<file path="src/rocca_aead_core_macros.svh">
// Assertion macros shared by the Rocca core.
`ifndef ROCCA_AEAD_CORE_MACROS_SVH
`define ROCCA_AEAD_CORE_MACROS_SVH
// Implication checked on every rising clock edge outside reset.
`define ROCCA_ASSERT_IMP(label, clk, rst_n, pre, post, msg) \
  label: assert property (@(posedge clk) disable iff (!rst_n) (pre) |-> (post)) \
    else $error(msg);
// Implication whose consequent is checked in the next cycle.
`define ROCCA_ASSERT_NEXT(label, clk, rst_n, pre, post, msg) \
  label: assert property (@(posedge clk) disable iff (!rst_n) (pre) |=> (post)) \
    else $error(msg);
`endif

</file>
<file path="src/rocca_pkg.sv">
// Types, constants and AES round function for the Rocca core.
package rocca_pkg;

  typedef enum logic [2:0] {
    CMD_INIT     = 3'd0,
    CMD_AD       = 3'd1,
    CMD_ENCRYPT  = 3'd2,
    CMD_DECRYPT  = 3'd3,
    CMD_FINALIZE = 3'd4
  } cmd_t;

  typedef enum logic [2:0] {
    ST_IDLE,
    ST_INIT_RUN,
    ST_FIN_RUN,
    ST_OUT
  } state_t;

  localparam int unsigned NUM_REGS = 6;
  localparam int unsigned REG_IDX_W = 3;
  localparam logic [REG_IDX_W-1:0] REG_KEY0  = 3'd0;
  localparam logic [REG_IDX_W-1:0] REG_KEY1  = 3'd1;
  localparam logic [REG_IDX_W-1:0] REG_KEY2  = 3'd2;
  localparam logic [REG_IDX_W-1:0] REG_KEY3  = 3'd3;
  localparam logic [REG_IDX_W-1:0] REG_NONCE_LO = 3'd4;
  localparam logic [REG_IDX_W-1:0] REG_NONCE_HI = 3'd5;

  localparam logic [127:0] Z0 = {32'h428a2f98, 32'hd728ae22, 32'h71374491, 32'h23ef65cd};
  localparam logic [127:0] Z1 = {32'hb5c0fbcf, 32'hec4d3b2f, 32'he9b5dba5, 32'h8189dbbc};
  localparam logic [31:0] BLOCK_BYTES = 32'd32;

  localparam logic KIND_DATA = 1'b0;
  localparam logic KIND_TAG  = 1'b1;

  // Commands from controller to datapath.
  typedef struct packed {
    logic load_init;   // load the init state
    logic run_round;   // one round with the selected block inputs
    logic fin_load;    // copy the state into the finalize shadow
    logic fin_round;   // one round on the shadow
    logic msg_step;    // encrypt or decrypt the accepted block
    logic ad_step;     // absorb the accepted block
    logic decrypt;     // feed plaintext recovered from the block
    logic capture_out; // capture data result
    logic capture_tag; // capture tag result
  } dp_cmd_t;

  localparam logic [7:0] SBOX [256] = '{
    8'h63,8'h7c,8'h77,8'h7b,8'hf2,8'h6b,8'h6f,8'hc5,8'h30,8'h01,8'h67,8'h2b,8'hfe,8'hd7,8'hab,8'h76,
    8'hca,8'h82,8'hc9,8'h7d,8'hfa,8'h59,8'h47,8'hf0,8'had,8'hd4,8'ha2,8'haf,8'h9c,8'ha4,8'h72,8'hc0,
    8'hb7,8'hfd,8'h93,8'h26,8'h36,8'h3f,8'hf7,8'hcc,8'h34,8'ha5,8'he5,8'hf1,8'h71,8'hd8,8'h31,8'h15,
    8'h04,8'hc7,8'h23,8'hc3,8'h18,8'h96,8'h05,8'h9a,8'h07,8'h12,8'h80,8'he2,8'heb,8'h27,8'hb2,8'h75,
    8'h09,8'h83,8'h2c,8'h1a,8'h1b,8'h6e,8'h5a,8'ha0,8'h52,8'h3b,8'hd6,8'hb3,8'h29,8'he3,8'h2f,8'h84,
    8'h53,8'hd1,8'h00,8'hed,8'h20,8'hfc,8'hb1,8'h5b,8'h6a,8'hcb,8'hbe,8'h39,8'h4a,8'h4c,8'h58,8'hcf,
    8'hd0,8'hef,8'haa,8'hfb,8'h43,8'h4d,8'h33,8'h85,8'h45,8'hf9,8'h02,8'h7f,8'h50,8'h3c,8'h9f,8'ha8,
    8'h51,8'ha3,8'h40,8'h8f,8'h92,8'h9d,8'h38,8'hf5,8'hbc,8'hb6,8'hda,8'h21,8'h10,8'hff,8'hf3,8'hd2,
    8'hcd,8'h0c,8'h13,8'hec,8'h5f,8'h97,8'h44,8'h17,8'hc4,8'ha7,8'h7e,8'h3d,8'h64,8'h5d,8'h19,8'h73,
    8'h60,8'h81,8'h4f,8'hdc,8'h22,8'h2a,8'h90,8'h88,8'h46,8'hee,8'hb8,8'h14,8'hde,8'h5e,8'h0b,8'hdb,
    8'he0,8'h32,8'h3a,8'h0a,8'h49,8'h06,8'h24,8'h5c,8'hc2,8'hd3,8'hac,8'h62,8'h91,8'h95,8'he4,8'h79,
    8'he7,8'hc8,8'h37,8'h6d,8'h8d,8'hd5,8'h4e,8'ha9,8'h6c,8'h56,8'hf4,8'hea,8'h65,8'h7a,8'hae,8'h08,
    8'hba,8'h78,8'h25,8'h2e,8'h1c,8'ha6,8'hb4,8'hc6,8'he8,8'hdd,8'h74,8'h1f,8'h4b,8'hbd,8'h8b,8'h8a,
    8'h70,8'h3e,8'hb5,8'h66,8'h48,8'h03,8'hf6,8'h0e,8'h61,8'h35,8'h57,8'hb9,8'h86,8'hc1,8'h1d,8'h9e,
    8'he1,8'hf8,8'h98,8'h11,8'h69,8'hd9,8'h8e,8'h94,8'h9b,8'h1e,8'h87,8'he9,8'hce,8'h55,8'h28,8'hdf,
    8'h8c,8'ha1,8'h89,8'h0d,8'hbf,8'he6,8'h42,8'h68,8'h41,8'h99,8'h2d,8'h0f,8'hb0,8'h54,8'hbb,8'h16
  };

  function automatic logic [7:0] xtime(input logic [7:0] x);
    xtime = {x[6:0], 1'b0} ^ (x[7] ? 8'h1b : 8'h00);
  endfunction

  // One AES round on a 128-bit word; byte i sits at bits 8i+7:8i.
  function automatic logic [127:0] aes_round(input logic [127:0] m, input logic [127:0] k);
    logic [7:0] t [16];
    logic [127:0] o;
    logic [7:0] a0, a1, a2, a3;
    for (int c = 0; c < 4; c++) begin
      for (int r = 0; r < 4; r++) begin
        t[r + 4*c] = SBOX[m[8*(r + 4*((c + r) % 4)) +: 8]];
      end
    end
    for (int c = 0; c < 4; c++) begin
      a0 = t[4*c]; a1 = t[4*c+1]; a2 = t[4*c+2]; a3 = t[4*c+3];
      o[8*(4*c)   +: 8] = xtime(a0) ^ xtime(a1) ^ a1 ^ a2 ^ a3;
      o[8*(4*c+1) +: 8] = a0 ^ xtime(a1) ^ xtime(a2) ^ a2 ^ a3;
      o[8*(4*c+2) +: 8] = a0 ^ a1 ^ xtime(a2) ^ xtime(a3) ^ a3;
      o[8*(4*c+3) +: 8] = xtime(a0) ^ a0 ^ a1 ^ a2 ^ xtime(a3);
    end
    aes_round = o ^ k;
  endfunction

endpackage

</file>
<file path="src/rocca_ctrl.sv">
// Rocca controller: command decode, round counter and output handshake.
module rocca_ctrl #(
  parameter int unsigned INIT_ROUNDS = 20
) (
  input  logic               clk,
  input  logic               rst_n,
  input  logic               in_fire,
  input  logic [2:0]         command,
  input  logic               out_fire,
  output logic               in_ready,
  output logic               out_valid,
  output rocca_pkg::dp_cmd_t cmd
);

  localparam int unsigned CW = $clog2(INIT_ROUNDS + 1);

  rocca_pkg::state_t st_r, st_nxt;
  logic [CW-1:0] cnt_r, cnt_nxt;
  logic last;

  assign last = (cnt_r == CW'(INIT_ROUNDS - 1));

  always_comb begin
    st_nxt  = st_r;
    cnt_nxt = cnt_r;
    unique case (st_r)
      rocca_pkg::ST_IDLE: begin
        cnt_nxt = '0;
        if (in_fire) begin
          unique case (command)
            rocca_pkg::CMD_INIT:     st_nxt = rocca_pkg::ST_INIT_RUN;
            rocca_pkg::CMD_ENCRYPT,
            rocca_pkg::CMD_DECRYPT:  st_nxt = rocca_pkg::ST_OUT;
            rocca_pkg::CMD_FINALIZE: st_nxt = rocca_pkg::ST_FIN_RUN;
            default:                 st_nxt = rocca_pkg::ST_IDLE;
          endcase
        end
      end
      rocca_pkg::ST_INIT_RUN: begin
        cnt_nxt = cnt_r + 1'b1;
        if (last) st_nxt = rocca_pkg::ST_IDLE;
      end
      rocca_pkg::ST_FIN_RUN: begin
        cnt_nxt = cnt_r + 1'b1;
        if (cnt_r == CW'(INIT_ROUNDS)) st_nxt = rocca_pkg::ST_OUT;
      end
      rocca_pkg::ST_OUT: begin
        if (out_fire) st_nxt = rocca_pkg::ST_IDLE;
      end
      default: st_nxt = rocca_pkg::ST_IDLE;
    endcase
  end

  always_comb begin
    cmd = '0;
    in_ready  = (st_r == rocca_pkg::ST_IDLE);
    out_valid = (st_r == rocca_pkg::ST_OUT);
    unique case (st_r)
      rocca_pkg::ST_IDLE: begin
        if (in_fire) begin
          unique case (command)
            rocca_pkg::CMD_INIT: cmd.load_init = 1'b1;
            rocca_pkg::CMD_AD: begin
              cmd.run_round = 1'b1;
              cmd.ad_step   = 1'b1;
            end
            rocca_pkg::CMD_ENCRYPT, rocca_pkg::CMD_DECRYPT: begin
              cmd.run_round   = 1'b1;
              cmd.msg_step    = 1'b1;
              cmd.decrypt     = (command == rocca_pkg::CMD_DECRYPT);
              cmd.capture_out = 1'b1;
            end
            rocca_pkg::CMD_FINALIZE: cmd.fin_load = 1'b1;
            default: ;
          endcase
        end
      end
      rocca_pkg::ST_INIT_RUN: cmd.run_round = 1'b1;
      rocca_pkg::ST_FIN_RUN: begin
        // Rounds run while the count is below the limit; the last cycle takes the tag.
        if (cnt_r == CW'(INIT_ROUNDS)) cmd.capture_tag = 1'b1;
        else cmd.fin_round = 1'b1;
      end
      default: ;
    endcase
  end

  always_ff @(posedge clk) begin
    if (!rst_n) begin
      st_r  <= rocca_pkg::ST_IDLE;
      cnt_r <= '0;
    end else begin
      st_r  <= st_nxt;
      cnt_r <= cnt_nxt;
    end
  end

endmodule

</file>
<file path="config.mk">
export PLATFORM = sky130hd
export DESIGN_NAME = rocca_ctrl
export DESIGN_NICKNAME = d
export VERILOG_FILES = /design/src/rocca_aead_core_macros.svh /design/src/rocca_pkg.sv /design/src/rocca_ctrl.sv
export SDC_FILE = /design/constraint.sdc
export NUM_CORES = 1
export LEC_CHECK = 0
export BUFFER_PORTS_ARGS = -buffer_cell sky130_fd_sc_hd__buf_2
export CAP_MARGIN = 20
export CORE_MARGIN = 8
export CORE_UTILIZATION = 30
export CTS_CLUSTER_DIAMETER = 100
export DETAILED_ROUTE_END_ITERATION = 10
export GPL_TIMING_DRIVEN = 0
export REMOVE_ABC_BUFFERS = 1
export SLEW_MARGIN = 20
export SYNTH_ARGS = -nofsm -noshare
export SYNTH_HDL_FRONTEND = slang
export SYNTH_SLANG_ARGS = --single-unit
</file>
<file path="constraint.sdc">
create_clock -name clk -period 1.4 [get_ports clk]
set_clock_uncertainty 0.05 [all_clocks]
set_input_delay 0.28 -clock clk [delete_from_list [all_inputs] [get_ports clk]]
set_output_delay 0.28 -clock clk [all_outputs]
set_load 0.02 [all_outputs]
</file>
==> results.md <==
- Num rows: 15
- Slew margin rel.: 74.39%
- Max Slew Vio Count: 0
- DR top layer: met4
- Met1 WL: 528 um
- Area contributors post-synth: dfxtp_1, ha_1, nor2_1, inv_1, xor2_1
- Area post-placement: 620.6 um^2
- Slowest stage delay, CP: 0.37 ns
- Fin area: 804.5 um^2
- GRT Residual Overflow: 0
- Crit path cell chain: inv_4, ha_4, buf_4, and4_1, buf_6
- Post-Synthesis Cells: 61
- Worst Setup End Kind: primary output
- Worst-Margin Slew: 0.3842 ns
- Number of global-route vias before repair: 545
- Top-Level Pins: 18
- FMAX: 621.9 MHz
- I/O Buffers: 17
- Total area of sequential cells: 147.6 um^2
- H-Tree Depth: 1
- Crit path time final: 1.608 ns
- Multi-input logic area: 392.9 um^2
- Failing checks: negative setup slack
- Met2 Wirelength: 723 um
- CP Launch Type: flop
- # diodes: 0
- Die height: 57.71 um
- Clock Pin Slew Worst Setup and Hold Paths: 0.05 ns
- YS warnings: 0
- Initial antenna violation count: 0
- Synth area leader: dfxtp_1
- Hold Path Class: primary input to flop
- Share of cells above drive strength 1: 49.44%
- Via count: 524
- Clock latency on the worst-skew pair: 0.25 ns
- Status: finished, violations left
- Post-route ant nets: 0
- Synth cell types: 24
- Global-route wire length before repair: 2208 um
- Total clock sinks: 7
- Worst EP required: 1.07 ns
- Overall Global Routing Usage: 8.281%
- Max Cap Violations: 0
- Final worst setup slack: -0.2081 ns
- Peak VDD IR: 838.2 uV
- Die W: 57.71 um
- Leakage power: 0.3969 nW
- First drt pass iteration count: 3
- # setup viols final: 13
- Non-Filler Instances: 106
- Fin. Hold Viols: 0
- CTS buffer count: 3
- DIE AREA: 3330 um^2
- DRT Wirelength: 1388 um
- Core Region: 1689 um^2
- Kind of critical path: flop to primary output
- Wirelength per Cell: 13.09 um
- DRT iter0 DRCs: 3
- CTS root buffer: clkbuf_4
- Sequential fraction of the synthesis area: 26.86%
- Met3 routed WL: 129 um
- Synthesized area per cell: 8.553 um^2
- Number of synthesized register bits: 7
- Hold slack: 0.2686 ns
- Unrepaired setup endpoints after global routing: true
- CTS tree: built
- PwrDens: 1646 nW/um^2
- Period utilization: 114.9%
- Nets@finish: 103
- Largest net degree at the start of global routing: 8
- Yosys top cell area share: 26.86%
- DR vias/cell: 4.943
- Slowest CP cell: dfxtp_4
- Worst-path fanout max: 4
- Layout fillers: 172
- Area growth syn-to-layout: 54.20%
- Routability Congestion: 0.7247
- Starting density of the core: 30.89%
- Mapped cell area: 521.8 um^2
- HPWL Detailed: 895.7 um
- Max Root-Sink Buffers: 2
- Placed cell count: 94
- DRC errors left: 0
- Worst Path Arrival: 1.28 ns
- Fin util: 47.63%
repair_timing:
item                       in CTS  in global routing
resized for setup              29                  4
buffers inserted                7                  1
pin swaps                      10                  6
setup endpoints to repair      13                 18
hold buffers                    0                  0
worst max-delay path, delay by kind of cell (launching register included):
| family | cells | cell delay (ns) |
|---|---|---|
| flops | 1 | 0.37 |
| buf+inv | 3 | 0.32 |
| simple gates | 1 | 0.18 |
| fa+ha+maj | 1 | 0.16 |
kinds of logic (layout without fill, tap and decap cells):
| logic type | after synthesis | count (layout) | share of synthesized area, % |
|---|---|---|---|
| AND/OR/NAND/NOR | 28 | 28 | 30.22 |
| buffers and inverters | 9 | 37 | 7.195 |
| flip-flops | 7 | 7 | 26.86 |
| adder cells (fa/ha/maj) | 6 | 6 | 14.39 |
| AO/OA/AOI/OAI | 5 | 5 | 10.79 |
| XOR/XNOR | 4 | 4 | 6.716 |
| multiplexers | 2 | 2 | 3.837 |
per-stage QoR:
step | TNS [ns] | setup WS, ns | total power [mW]
3_5_place_dp | -1.357 | -0.2280 | 0.7917
5_1_grt | -2.734 | -0.2614 | 1.422
3_3_place_gp | -1.285 | -0.2134 | 0.7910
6_report | -1.983 | -0.2081 | 1.325
4_1_cts | -1.882 | -0.2093 | 1.257
2_1_floorplan | -2.213 | -0.4601 | 0.6619
path summary, 6_finish.rpt:
check | startpoint | to | slack [ns] | cells after the start
max | st_r[0] | cmd[6] | -0.21 | 5
max reg2reg | st_r[0] | st_r[0] | -0.13 | 7
min reg2reg | cnt_r[4] | cnt_r[4] | 0.51 | 2
min | rst_n | st_r[1] | 0.27 | 2
where the power goes:
group,switching (mW),internal (mW)
Clock,0.0725,0.109
Combinational,0.416,0.437
Sequential,0.0403,0.251
flip-flops by register name (all words and copies together) (netlist names):
register  count
cnt_r         5
st_r          2
Yosys cell counts:
library cell and number:
xor2_1 3, mux2i_1 2, buf_4 1, o221a_1 2
nand4bb_1 1, and2_4 1, and2_1 1, xnor2_1 1
nand2_1 3, nor4_1 1, ha_1 6, and3_1 1
o31ai_1 1, and3b_1 1, nor2_1 9, nand3_1 3
and4_1 1, o21ai_1 1, nand4b_1 1, a22oi_4 1
nor2b_1 4, inv_1 8, dfxtp_1 7, nor3b_1 1
cells in the final DEF (no fill, tap or decap), types with 3 or more instances in the layout:
cell / count
buf_4: 11
clkbuf_4: 3
ha_1: 4
nor2_1: 8
xor2_1: 3
inv_1: 4
inv_2: 3
buf_2: 9
dfxtp_1: 3
buf_6: 5
dfxtp_2: 3
nor2b_1: 4
layout make-up:
| type | count | share of cell area, % |
|---|---|---|
| clock buffer | 4 | 3.266 |
| inverter | 8 | 4.044 |
| multi-input combinational | 45 | 48.83 |
| sequential | 7 | 18.35 |
| tap | 17 | 2.644 |
| timing repair buffer | 25 | 22.86 |
layer usage:
| metal | up-vias | GRT usage, % |
|---|---|---|
| met3 | 2 | 3.311 |
| met5 | - | 0 |
| met4 | 0 | 4.196 |
| li1 | 259 | - |
| met1 | 243 | 7.449 |
| met2 | 20 | 15.59 |
No activity file was read; power rests on OpenSTA's default activity.
